`src/design/bnts_pkg.sv`:
```
`timescale 1ns / 1ps

package bnts_pkg;

    localparam int NOTE_COUNT_DEF   = 14;
    localparam int COUNTER_BITS_DEF = 16;
    localparam int TABLE_LEN        = 14;
    localparam int LEN_BITS         = 13;
    localparam int FREQ_BITS        = 11;
    localparam logic        MODE_TICK  = 1'b0;
    localparam logic        MODE_START = 1'b1;
    localparam logic [31:0] RELOAD_RESET = 32'h0000_FF00;

    typedef struct packed {
        logic buzzer;
        logic note_done;
        logic busy;
    } t_result;

    // note frequency in Hz
    function automatic logic [FREQ_BITS-1:0] note_freq(input logic [3:0] idx);
        logic [FREQ_BITS-1:0] f;
        case (idx)
            4'd0:    f = 11'd523;
            4'd1:    f = 11'd587;
            4'd2:    f = 11'd659;
            4'd3:    f = 11'd698;
            4'd4:    f = 11'd784;
            4'd5:    f = 11'd880;
            4'd6:    f = 11'd988;
            4'd7:    f = 11'd1047;
            4'd8:    f = 11'd1175;
            4'd9:    f = 11'd1319;
            4'd10:   f = 11'd1397;
            4'd11:   f = 11'd1568;
            4'd12:   f = 11'd1760;
            4'd13:   f = 11'd1976;
            default: f = 11'd0;
        endcase
        return f;
    endfunction

    // timer ticks per half-period: (24 MHz / 12) / (2 * freq)
    function automatic logic [10:0] half_count(input logic [3:0] idx);
        logic [10:0] h;
        case (idx)
            4'd0:    h = 11'd1912;
            4'd1:    h = 11'd1703;
            4'd2:    h = 11'd1517;
            4'd3:    h = 11'd1432;
            4'd4:    h = 11'd1275;
            4'd5:    h = 11'd1136;
            4'd6:    h = 11'd1012;
            4'd7:    h = 11'd955;
            4'd8:    h = 11'd851;
            4'd9:    h = 11'd758;
            4'd10:   h = 11'd715;
            4'd11:   h = 11'd637;
            4'd12:   h = 11'd568;
            4'd13:   h = 11'd506;
            default: h = 11'd0;
        endcase
        return h;
    endfunction

endpackage

```
`src/design/bnts_tone_core.sv`:
```
`timescale 1ns / 1ps

module bnts_tone_core #(
    parameter int NOTE_COUNT   = bnts_pkg::NOTE_COUNT_DEF,
    parameter int COUNTER_BITS = bnts_pkg::COUNTER_BITS_DEF
) (
    input  logic              i_clk,
    input  logic              i_rst_n,
    input  logic              i_en,
    input  logic              i_mode,
    input  logic [3:0]        i_note_index,
    input  logic [3:0]        i_beat_quarters,
    output bnts_pkg::t_result o_res
);

    localparam int LB = bnts_pkg::LEN_BITS;
    localparam int FB = bnts_pkg::FREQ_BITS;

    logic [COUNTER_BITS-1:0] r_tick, n_tick;
    logic [COUNTER_BITS-1:0] r_reload, n_reload;
    logic                    r_buzz, n_buzz;
    logic [LB-1:0]           r_half, n_half;
    logic [LB-1:0]           r_len, n_len;
    logic [LB-1:0]           r_snd, n_snd;
    logic                    r_tone, n_tone;
    logic                    r_active, n_active;
    logic                    done;

    logic                    idx_ok;
    logic [FB-1:0]           freq;
    logic [FB+3:0]           prod;
    logic [LB-1:0]           len_new;
    logic [COUNTER_BITS-1:0] hc_ext;
    logic [LB-1:0]           half_inc;

    assign idx_ok   = (int'(i_note_index) < NOTE_COUNT) &&
                      (int'(i_note_index) < bnts_pkg::TABLE_LEN);
    assign freq     = bnts_pkg::note_freq(i_note_index);
    assign prod     = (FB+4)'(i_beat_quarters) * (FB+4)'(freq);
    assign len_new  = prod[FB+3:2];
    assign hc_ext   = COUNTER_BITS'(bnts_pkg::half_count(i_note_index));
    assign half_inc = r_half + 1'b1;

    always_comb begin
        n_tick   = r_tick;
        n_reload = r_reload;
        n_buzz   = r_buzz;
        n_half   = r_half;
        n_len    = r_len;
        n_snd    = r_snd;
        n_tone   = r_tone;
        n_active = r_active;
        done     = 1'b0;
        if (i_mode == bnts_pkg::MODE_START) begin
            if (idx_ok) begin
                n_reload = -hc_ext;
                n_tick   = -hc_ext;
                n_len    = len_new;
                n_snd    = len_new - (len_new >> 2);
                n_half   = LB'(1);
                n_tone   = 1'b1;
                n_active = 1'b1;
            end
        end else if (&r_tick) begin
            n_tick = r_reload;
            n_buzz = (r_active && r_tone) ? ~r_buzz : 1'b1;
            if (r_active) begin
                if (r_half >= r_len) begin
                    n_active = 1'b0;
                    n_half   = '0;
                    done     = 1'b1;
                end else begin
                    n_half = half_inc;
                    if (half_inc == r_snd) begin
                        n_tone = 1'b0;
                    end
                end
            end
        end else begin
            n_tick = r_tick + 1'b1;
        end
    end

    assign o_res = '{buzzer: n_buzz, note_done: done, busy: n_active};

    always_ff @(posedge i_clk) begin
        if (!i_rst_n) begin
            r_tick   <= '0;
            r_reload <= COUNTER_BITS'(bnts_pkg::RELOAD_RESET);
            r_buzz   <= 1'b1;
            r_half   <= '0;
            r_len    <= '0;
            r_snd    <= '0;
            r_tone   <= 1'b1;
            r_active <= 1'b0;
        end else if (i_en) begin
            r_tick   <= n_tick;
            r_reload <= n_reload;
            r_buzz   <= n_buzz;
            r_half   <= n_half;
            r_len    <= n_len;
            r_snd    <= n_snd;
            r_tone   <= n_tone;
            r_active <= n_active;
        end
    end

endmodule

```
`src/design/bnts_out_queue.sv`:
```
`timescale 1ns / 1ps

// two-entry result buffer: two slots used in turn by write and read pointers
module bnts_out_queue (
    input  logic              i_clk,
    input  logic              i_rst_n,
    input  logic              i_push,
    input  bnts_pkg::t_result i_data,
    output logic              o_space,
    output logic              o_valid,
    input  logic              i_ready,
    output bnts_pkg::t_result o_data
);

    bnts_pkg::t_result r_data [2];
    logic              r_wr, r_rd;
    logic [1:0]        r_count, n_count;
    logic              pop;

    assign o_valid = (r_count != 2'd0);
    assign o_space = (r_count != 2'd2);
    assign pop     = o_valid && i_ready;
    assign o_data  = r_data[r_rd];

    always_comb begin
        n_count = r_count;
        if (i_push && !pop) begin
            n_count = r_count + 2'd1;
        end else if (pop && !i_push) begin
            n_count = r_count - 2'd1;
        end
    end

    always_ff @(posedge i_clk) begin
        if (i_push) begin
            r_data[r_wr] <= i_data;
        end
    end

    always_ff @(posedge i_clk) begin
        if (!i_rst_n) begin
            r_wr    <= 1'b0;
            r_rd    <= 1'b0;
            r_count <= 2'd0;
        end else begin
            if (i_push) begin
                r_wr <= ~r_wr;
            end
            if (pop) begin
                r_rd <= ~r_rd;
            end
            r_count <= n_count;
        end
    end

endmodule

```
`src/design/buzzer_note_tone_sequencer_core.sv`:
```
`timescale 1ns / 1ps

// Buzzer tone and note-length generator.
// Input channel (i_valid / o_ready): each item is either a timer tick
// (i_mode = 0) or a note start (i_mode = 1) carrying i_note_index (0..13)
// and i_beat_quarters. A start with an index outside the table is ignored.
// Output channel (o_valid / i_ready): exactly one result item per input
// item, in order: o_buzzer level, o_note_done pulse on the tick that ends
// the note, and o_busy_res while a note plays.
// The note state updates at the accepting edge, where the result enters the
// result buffer. Throughput: one item per cycle while o_ready is high; the
// whole update is a single pass of table lookup, counter increment and compare.
// A two-entry result buffer decouples the sides: while the receiver stalls
// o_ready stays high until both entries hold results, then drops until one
// is taken. Nothing is dropped.
// Reset (synchronous, active low): counter cleared, reload 0xFF00, buzzer
// high, no note active, result buffer empty.
module buzzer_note_tone_sequencer_core #(
    parameter int NOTE_COUNT   = bnts_pkg::NOTE_COUNT_DEF,
    parameter int COUNTER_BITS = bnts_pkg::COUNTER_BITS_DEF
) (
    input  logic       i_clk,
    input  logic       i_rst_n,
    input  logic       i_valid,
    output logic       o_ready,
    input  logic       i_mode,
    input  logic [3:0] i_note_index,
    input  logic [3:0] i_beat_quarters,
    output logic       o_valid,
    input  logic       i_ready,
    output logic       o_buzzer,
    output logic       o_note_done,
    output logic       o_busy_res
);

    logic              accept;
    bnts_pkg::t_result step_res;
    bnts_pkg::t_result out_res;

    assign accept = i_valid && o_ready;

    bnts_tone_core #(
        .NOTE_COUNT  (NOTE_COUNT),
        .COUNTER_BITS(COUNTER_BITS)
    ) u_core (
        .i_clk          (i_clk),
        .i_rst_n        (i_rst_n),
        .i_en           (accept),
        .i_mode         (i_mode),
        .i_note_index   (i_note_index),
        .i_beat_quarters(i_beat_quarters),
        .o_res          (step_res)
    );

    bnts_out_queue u_queue (
        .i_clk  (i_clk),
        .i_rst_n(i_rst_n),
        .i_push (accept),
        .i_data (step_res),
        .o_space(o_ready),
        .o_valid(o_valid),
        .i_ready(i_ready),
        .o_data (out_res)
    );

    assign o_buzzer    = out_res.buzzer;
    assign o_note_done = out_res.note_done;
    assign o_busy_res  = out_res.busy;

    a_full_has_valid: assert property (@(posedge i_clk) disable iff (!i_rst_n)
        !o_ready |-> o_valid)
        else $error("result buffer full without a valid result");

    a_accept_gives_result: assert property (@(posedge i_clk) disable iff (!i_rst_n)
        accept |=> o_valid)
        else $error("accepted item produced no result");

    a_done_ends_note: assert property (@(posedge i_clk) disable iff (!i_rst_n)
        (o_valid && o_note_done) |-> !o_busy_res)
        else $error("note_done reported while still busy");

    a_stall_holds: assert property (@(posedge i_clk) disable iff (!i_rst_n)
        (o_valid && !i_ready) |=> (o_valid && $stable(out_res)))
        else $error("stalled result changed");

endmodule

```
`config.mk`:
```
export PLATFORM = sky130hd
export DESIGN_NAME = buzzer_note_tone_sequencer_core
export DESIGN_NICKNAME = d
export VERILOG_FILES = /design/src/design/bnts_pkg.sv /design/src/design/bnts_tone_core.sv /design/src/design/bnts_out_queue.sv /design/src/design/buzzer_note_tone_sequencer_core.sv
export SDC_FILE = /design/constraint.sdc
export NUM_CORES = 1
export LEC_CHECK = 0
export BUFFER_PORTS_ARGS = -buffer_cell sky130_fd_sc_hd__buf_2
export CAP_MARGIN = 20
export CORE_UTILIZATION = 35
export DETAILED_ROUTE_END_ITERATION = 6
export PLACE_DENSITY = 0.53
export SETUP_SLACK_MARGIN = 0.4
export SYNTH_ARGS = -nofsm -noshare
export SYNTH_HDL_FRONTEND = slang
export SYNTH_SLANG_ARGS = --single-unit
```
`constraint.sdc`:
```
create_clock -name i_clk -period 13.1 [get_ports i_clk]
set_input_delay 1.31 -clock i_clk [delete_from_list [all_inputs] [get_ports i_clk]]
set_output_delay 1.31 -clock i_clk [all_outputs]
set_load 0.01 [all_outputs]
```
==> results of run 1 <==
==> flip-flops by register name, summed over array words and instances (netlist names), named ones only <==
name,flops
u_core.r_reload,16
u_core.r_tick,16
u_core.r_half,13
u_core.r_len,13
u_core.r_snd,13
u_queue.r_data,6
u_queue.r_count,2
u_core.r_active,1
u_core.r_buzz,1
u_core.r_tone,1
u_queue.r_rd,1
u_queue.r_wr,1
==> logic make-up (layout without fill, tap and decap cells) <==
logic type	count (synthesis)	count (layout)	share of synthesized area
simple gates	308	308	0.220
fa+ha+maj	73	73	0.155
xor+xnor	58	58	0.0743
mux	15	15	0.0247
compound gates	226	226	0.210
buf+inv	106	107	0.0588
flops	85	85	0.258
==> cell usage in the layout (no fill, tap or decap), types with 9 or more instances in the layout <==
| master | count |
|---|---|
| nand2_1 | 82 |
| or3_1 | 9 |
| dfxtp_1 | 79 |
| o21ai_0 | 41 |
| and2_1 | 21 |
| o21ai_1 | 18 |
| a21oi_1 | 67 |
| ha_1 | 54 |
| xor2_1 | 22 |
| nor3_1 | 24 |
| o21a_1 | 9 |
| buf_2 | 17 |
| xnor2_1 | 36 |
| inv_1 | 65 |
| and3_1 | 16 |
| mux2i_1 | 9 |
| nand2b_1 | 13 |
| clkbuf_16 | 10 |
| nor2b_1 | 11 |
| nand3_1 | 21 |
| nor2_1 | 80 |
| fa_1 | 19 |
| a211oi_1 | 24 |
==> layout make-up <==
class	instances	area, um^2	area share
clock buffer	12	268	0.0360
clock inverter	4	28.8	0.00387
inverter	68	255	0.0343
multi-input combinational	680	4680	0.628
sequential	85	1760	0.237
tap	260	325	0.0437
timing repair buffer	23	130	0.0175
==> power by group <==
group / switching (mW) / internal [mW] / total (mW)
combinational: 0.343 / 0.247 / 0.591
clock: 0.105 / 0.145 / 0.250
sequential: 0.0301 / 0.299 / 0.329
==> stage by stage <==
| step | hold WS, ps | instance area [um^2] | instances |
|---|---|---|---|
| global placement | 430 | 7150 | 1116 |
| CTS | 446 | 7440 | 1132 |
| finish | 449 | 7440 | 1132 |
| floorplan | 410 | 6830 | 871 |
| detailed placement | 426 | 7150 | 1116 |
| global route | 467 | 7440 | 1132 |
==> how the worst max path moves through the flow <==
| stage | from | endpoint | slack (ps) |
|---|---|---|---|
| finish | i_note_index[2] | u_core.r_snd[12] | 6450 |
| global placement | i_note_index[1] | u_core.r_snd[11] | 6170 |
| global route | i_note_index[2] | u_core.r_snd[12] | 5950 |
| floorplan | i_note_index[3] | u_core.r_snd[12] | 6620 |
| detailed placement | i_note_index[2] | u_core.r_snd[12] | 6150 |
| CTS | i_note_index[2] | u_core.r_snd[12] | 6480 |
==> worst register-to-register path: cells and delay by family (launching register included) <==
kind	cells	cell delay, ps
fa+ha+maj	1	270
flops	1	430
buf+inv	2	300
compound gates	6	1190
simple gates	2	740
==> routing by layer <==
layer	routed length (um)	up-vias
li1	-	3025
met1	8420	2697
met2	6850	85
met3	416	9
met4	141	0
met5	0	-
==> summary.md, run 1 <==
| Metric | Value |
|---|---|
| Number of hold buffers added after CTS | 0 |
| GR Layer Usage met1 | 0.245 |
| Worst rel slew slack | 0.500 |
| MaxCap Viol Count | 0 |
| Path class of the lowest-slack min-delay path | flop to flop |
| Number of H-tree branching levels | 3 |
| Largest area contributor in the synthesized netlist | dfxtp_1 |
| Type of origin of the critical path | primary input |
| Post-synthesis average cell area | 7.85 um^2 |
| Count of flip-flops with a built-in enable after synthesis | 6 |
| Setup TNS Final | 0 ps |
| RSZ-0062 raised after global routing | no |
| Worst Tran Pin Value | between 700 and 800 ps |
| Min Clock Period, post-route | 6650 ps |
| Final design utilization | 0.394 |
| Post-Synthesis Cells | 871 |
| Buffer and inverter count on the worst path | 4 |
| Gp weighted congestion | ~0.85 |
| Flip-flop and latch count after synthesis | 85 |
| Post-route DRC | 0 |
| Layout cell share with drive strength beyond 1 | 0.0745 |
| Crit path capture type | flop |
| Setup CP Type | primary input to flop |
| Critical-path cell with the highest stage delay | fa_1 |
| Global-route track usage on met2 | 0.259 |
| Final layout net count | 953 |
| Most instantiated library cell after synthesis | nand2_1 |
| Final period utilization | 0.507 |
| Pleak | between 3 and 4 nW |
| Busiest layer in global routing | met2 |
| DRT antenna net count | 0 |
| Synthesized netlist net count | roughly 960 |
| Design Power | 1.17 mW |
| Maximum clock rate | 150 MHz |
| DIE HEIGHT | 142 um |
| Worst slack at placement | 6150 ps |
| Number of placement rows | 50 |
| Min-Delay Endpoint | u_core.r_reload[14] |
| Required time worst endpoint | 13300 ps |
| Longest individual stage delay on the worst path | 550 ps |
| Final HPWL DP | approximately 12 mm |
| FILL cells | roughly 2k |
| Maximum root-to-sink buffer count | 2 |
| Synthesis-to-layout area growth | 8.93% |
| Path length in cells of the critical path | 23 |
| Logic depth of the worst register-to-register path | 11 |
| Aggregate global-route resource usage | 0.168 |
| Final Hold Vio Count | 0 |
| Diodes inserted | 0 |
| Critical R2R Launch | u_core.r_half[0] |
| # setup viols final | 0 |
| Number of warnings printed during yosys synthesis | 0 |
| Cell depth of the worst min-delay path | 1 |
| Distinct cell type count after synthesis | roughly 70 |
| Number of antenna violations at the first check in global routing | 0 |
| Total of cells resized after clock tree synthesis | 0 |
| Result of the run | finished, final reports clean |
| Async S/R FF share, synth | 0 |
| Register-to-register setup slack | 10090 ps |
| CTS Buf Count | 9 |
| Core footprint | 18900 um^2 |
| Clock transition at path regs | 60 ps |
| Power density over the cells | 157 nW/um^2 |
| Total standard cell area after synthesis | 6830 um^2 |
| Later-pin clock latency in the skew report | 340 ps |
| Total count of max-transition violations in the final report | 0 |
| Violation count after the first detailed-routing iteration | 284 |
| Via count | 5816 |
| RR Endpoint | u_core.r_half[10] |
| Clock Skew | 8.44 ps |
| Clock Sinks | 85 |
| Critical Path, Cell by Cell | buf_2 > inv_1 > ha_1 > o22ai_1 > nor2_1 > fa_1 > inv_1 > fa_1 > inv_1 > ha_1 > nand2b_1 > a21oi_1 > xnor2_1 > ha_1 > nor2b_1 > o21a_1 > o211ai_1 > o2111ai_1 > a211oi_1 > nor2_1 > o21a_1 > o21bai_1 > a31oi_1 |
| Number of buffers inserted to repair setup after CTS | 0 |
| Ports placed on the boundary | 18 |
| Starting density of the core | 0.362 |
| Seq/Total Area, Yosys | 0.258 |
| Portion of synthesized cell area occupied by the leading cell type | 0.231 |
| TritonCTS clock tree | built |
| Most frequent cells after synthesis | nand2_1, nor2_1, dfxtp_1 |
| Via count of the first global-routing pass | 5489 |
| Hold Crit Start | u_core.r_reload[14] |
| Most used flip-flop cell after synthesis | dfxtp_1 |
| Largest delay share family, worst path | adder cells |
| WP data arrival | 6850 ps |
| Remaining Overflow, GRT | 0 |
| Total length of routed wires | 15.8 mm |
| Full die area | 20100 um^2 |
| Critical Path Fanout Max | 34 |
| Pin count of the biggest net entering global routing | 42 |
| DIE WIDTH | 142 um |
| Vias/cell | just over 5 |
| Port-buffer cells | 17 |
| Global-route wire length before repair | between 20 and 30 mm |
| Drt first pass iters | 4 |
| Cells taking the most area after synthesis | dfxtp_1, ha_1, fa_1 |
| Met3 routing resource usage after global routing | 0.0233 |
| Master cell of the clock root buffer | clkbuf_16 |
| Avg WL per Cell | 14.0 um |
| Peak supply drop | 0.0625 mV |
| PnR worst setup slack | 6450 ps |
Note: power is estimated with default switching activity, not from simulation.
==> inputs of run 2 (changes only) <==
--- a/config.mk
+++ b/config.mk
@@ -5,6 +5,7 @@
 export SDC_FILE = /design/constraint.sdc
 export NUM_CORES = 1
 export LEC_CHECK = 0
+export ABC_AREA = 1
 export BUFFER_PORTS_ARGS = -buffer_cell sky130_fd_sc_hd__buf_2
 export CAP_MARGIN = 20
 export CORE_UTILIZATION = 35
==> constraint.sdc (replaced) <==
create_clock -name i_clk -period 6.28 [get_ports i_clk]
set_input_delay 0.628 -clock i_clk [delete_from_list [all_inputs] [get_ports i_clk]]
set_output_delay 0.628 -clock i_clk [all_outputs]
set_load 0.01 [all_outputs]
==> run 2 against run 1 <==
Final cell count is 11% higher. Clock skew is 2.2 ps higher. Final area is 0.92% higher. Largest cell class unchanged. Synthesized cell count is 13% higher. Sequential power is 110% higher.
==> summary.md, run 2 <==
| Metric | Value |
|---|---|
| Result of the run | finished, final reports clean |
| Final period utilization | 0.858 |
| Vias/cell | 4.88 (-4.9%) |
| Aggregate global-route resource usage | 0.181 (+0.0138) |
| Dominant combinational cell family by area after synthesis | simple AND/OR/NAND/NOR gates |
| Synthesis-to-layout area growth | 9.76% |
| CTS Buf Count | 9 (unchanged) |
| RR Endpoint | u_core.r_snd[5] |
| Critical R2R Launch | u_queue.r_count[0] |
| Area of all placed cells without fillers | 7510 um^2 (+0.92%) |
| Post-synthesis average cell area | 6.94 um^2 (-12%) |
| Largest registers | u_core.r_reload: 16 flops, u_core.r_tick: 16 flops |
| DIE HEIGHT | 142 um (about the same) |
| Multiplexer fraction of the synthesized cell area | 0.00494 (-0.0198) |
| Maximum root-to-sink buffer count | 2 (unchanged) |
| Path class of the lowest-slack min-delay path | flop to flop |
| Total count of max-transition violations in the final report | 0 (unchanged) |
| Count of flip-flops with a built-in enable after synthesis | 6 (unchanged) |
| Register-to-register setup slack | 3210 ps (-6880 ps) |
| Clock Skew | 10.6 ps (+2.17 ps) |
| Via count | 6163 (+6.0%) |
| Number of instances in the placed design | 1245 (+12%) |
| Post-route DRC | 0 (unchanged) |
| Switching Fraction | 0.441 (+0.0318) |
| Number of H-tree branching levels | 3 (unchanged) |
| Maximum clock rate | 186 MHz |
| Worst Tran Pin Value | 771 ps (+26.9 ps) |
| Most frequent cells after synthesis | nand2_1, inv_1, nor2_1 |
| Most instantiated library cell after synthesis | nand2_1 |
| Required time worst endpoint | 6530 ps (-6770 ps) |
| Total length of routed wires | 17.0 mm (+7.4%) |
| Final HPWL DP | 13.2 mm (+10%) |
| Switching pwr | 1.12 mW (+130%) |
| Clock transition at path regs | 70 ps (about the same) |
| Async S/R FF share, synth | 0 (unchanged) |
| Fraction of synthesized cell area in xor and xnor cells | 0.0448 (-0.0296) |
| Global-route wire length before repair | 29.2 mm (+5.7%) |
| Power density over the cells | 339 nW/um^2 (+120%) |
| Synthesized netlist net count | 1072 (+12%) |
| Total standard cell area after synthesis | 6850 um^2 (+0.16%) |
| MaxCap Viol Count | 0 (unchanged) |
| Starting density of the core | 0.361 (-0.000600) |
| Crit path capture type | flop |
| Core footprint | 19000 um^2 (+0.33%) |
| Largest area contributor in the synthesized netlist | dfxtp_1 |
| Design Power | 2.55 mW (+120%) |
| Area fraction in and, or, nand and nor cells after synthesis | 0.277 (+0.0567) |
| Logic depth of the worst register-to-register path | 10 (-1) |
| Worst slack at placement | 388 ps (-5770 ps) |
| Clock Sinks | 85 (unchanged) |
| Setup CP Type | primary input to flop |
| Post-Synthesis Cells | 986 (+13%) |
| Gp weighted congestion | 0.858 (+0.85%) |
| Seq/Total Area, Yosys | 0.257 (-0.000424) |
| Violation count after the first detailed-routing iteration | 375 (+32%) |
| Worst rel slew slack | 0.486 (-0.0149) |
| Instance area after placement | 7180 um^2 (+0.40%) |
| Pin count of the biggest net entering global routing | 29 (-31%) |
| Final Hold Vio Count | 0 (unchanged) |
| Min-Delay Endpoint | u_core.r_reload[11] |
| Type of origin of the critical path | primary input |
| PnR worst setup slack | 890 ps (-5560 ps) |
| Distinct cell type count after synthesis | 53 (-23%) |
| Via count of the first global-routing pass | 5868 (+6.9%) |
| Dominant cell type by count on the critical path | nand2_1 |
| Clk network pwr share | 0.217 (+0.003) |
| Longest individual stage delay on the worst path | 550 ps (about the same) |
| Most common library cell in the layout ignoring fill and taps | nand2_1 |
| Peak supply drop | 0.135 mV (+120%) |
| Ports placed on the boundary | 18 (unchanged) |
| # setup viols final | 0 (unchanged) |
| Number of antenna violations at the first check in global routing | 0 (unchanged) |
| Most used flip-flop cell after synthesis | dfxtp_1 |
| Combinational cell fraction of total power | 0.511 (+0.006) |
| Hold Crit Start | u_core.r_reload[11] |
| Cell depth of the worst min-delay path | 2 (+1) |
| Critical Path Fanout Max | 10 (-71%) |
| Cells taking the most area after synthesis | dfxtp_1, nand2_1, ha_1 |
| DRT antenna net count | 0 (unchanged) |
| Flip-flop and latch count after synthesis | 85 (unchanged) |
| Layout Cells excl Fill | 1262 (+11%) |
| Portion of synthesized cell area occupied by the leading cell type | 0.231 (-0.000381) |
| Later-pin clock latency in the skew report | 350 ps (about the same) |
| Diodes inserted | 0 (unchanged) |
| Min Hold Slack | 443 ps (-6.45 ps) |
| RSZ-0062 raised after global routing | yes |
| Leading cell types in the layout, fill and taps excluded | nand2_1, inv_1, nor2_1 |
| Final layout net count | 1083 (+14%) |
| Final design utilization | 0.396 (+0.00233) |
| WP data arrival | 5640 ps (-1210 ps) |
| Synth Area in Compound Gates | 0.158 (-0.0515) |
| Master cell of the clock root buffer | clkbuf_16 |
| Layout cell share with drive strength beyond 1 | 0.0868 (+0.0123) |
| Drt first pass iters | 4 (unchanged) |
| FILL cells | 2032 (+1.7%) |
| Critical-path cell with the highest stage delay | fa_1 |
| Internal Dissipation | 1.42 mW (+110%) |
| Port-buffer cells | 17 (unchanged) |
| Number of placement rows | 50 (unchanged) |
| Setup TNS Final | 0 ps (unchanged) |
| Fraction of the mapped netlist area in adder cells | 0.154 (-0.000254) |
| Remaining Overflow, GRT | 0 (unchanged) |
| Number of warnings printed during yosys synthesis | 0 (unchanged) |
| TritonCTS clock tree | built |
| Sequential group share of total power | 0.272 (-0.009) |
| Pleak | 3.51 nW (+14%) |
| Avg WL per Cell | 13.5 um (-3.6%) |
| DIE WIDTH | 142 um (about the same) |
| Min Clock Period, post-route | between 5000 and 6000 ps |
| Full die area | 20100 um^2 (+0.16%) |
[run 2: changes by cell type after synthesis, sizes merged, moves of 23 or more]
cell | before | now
nor2 | 80 | 114
nand2 | 83 | 225
xnor2 | 36 | 9
inv | 68 | 162
and2 | 23 | 0
nand3 | 22 | 52
[run 2: layout make-up]
cell class              count  area [um^2]  area share
clock buffers              10          239      0.0318
clock inverters             6         66.3     0.00883
inverters                 164          619      0.0824
multi-input cells         717         4390       0.585
flip-flops and latches     85         1760       0.234
well taps                 260          325      0.0433
repair buffers             20          108      0.0143
[run 2: how the worst max path moves through the flow]
stage / from / to / slack, ps / depth (start not counted)
global placement: i_note_index[1] / u_core.r_snd[11] / 470 / 32
CTS: i_note_index[1] / u_core.r_snd[11] / 740 / 33
detailed placement: i_note_index[1] / u_core.r_snd[11] / 390 / 33
global route: i_note_index[1] / u_core.r_snd[11] / 350 / 31
floorplan: i_note_index[1] / u_core.r_snd[11] / 1210 / 31
finish: i_note_index[1] / u_core.r_snd[11] / 890 / 31
[run 2: cells by family after synthesis]
| group | count (synthesis) |
|---|---|
| fa+ha+maj | 73 |
| xor+xnor | 35 |
| simple gates | 429 |
| flops | 85 |
| buf+inv | 184 |
| compound gates | 177 |
| mux | 3 |
[run 2: routing by layer]
| metal | vias to the layer above | GRT usage | share of wire |
|---|---|---|---|
| li1 | 3232 | - | - |
| met1 | 2825 | 0.255 | 0.52 |
| met2 | 92 | 0.295 | 0.44 |
| met3 | 14 | 0.0196 | 0.027 |
| met4 | 0 | 0.0470 | 0.013 |
| met5 | - | 0 | 0 |
[run 2: power groups by stage]
stage	sequential, mW	clock, mW	combinational (mW)
6_report	0.692	0.553	1.30
3_3_place_gp	0.703	0	1.29
4_1_cts	0.693	0.564	1.30
2_1_floorplan	0.688	0	1.02
5_1_grt	0.703	0.589	1.52
3_5_place_dp	0.703	0	1.29
[run 2: worst max-delay path: cells and delay by family]
kind / cells / cell delay, ps
AOI/OAI and AO/OA: 5 / 740
buffers and inverters: 5 / 560
and+or+nand+nor: 15 / 1340
adders and majority gates: 5 / 2140
xor gates and xnor gates: 1 / 220
[run 2: what timing repair did]
item | CTS | global route
hold buffers | 0 | 0
gates resized for setup | 0 | 4
endpoints found under the setup margin | 0 | 5
buffers inserted | 0 | 1
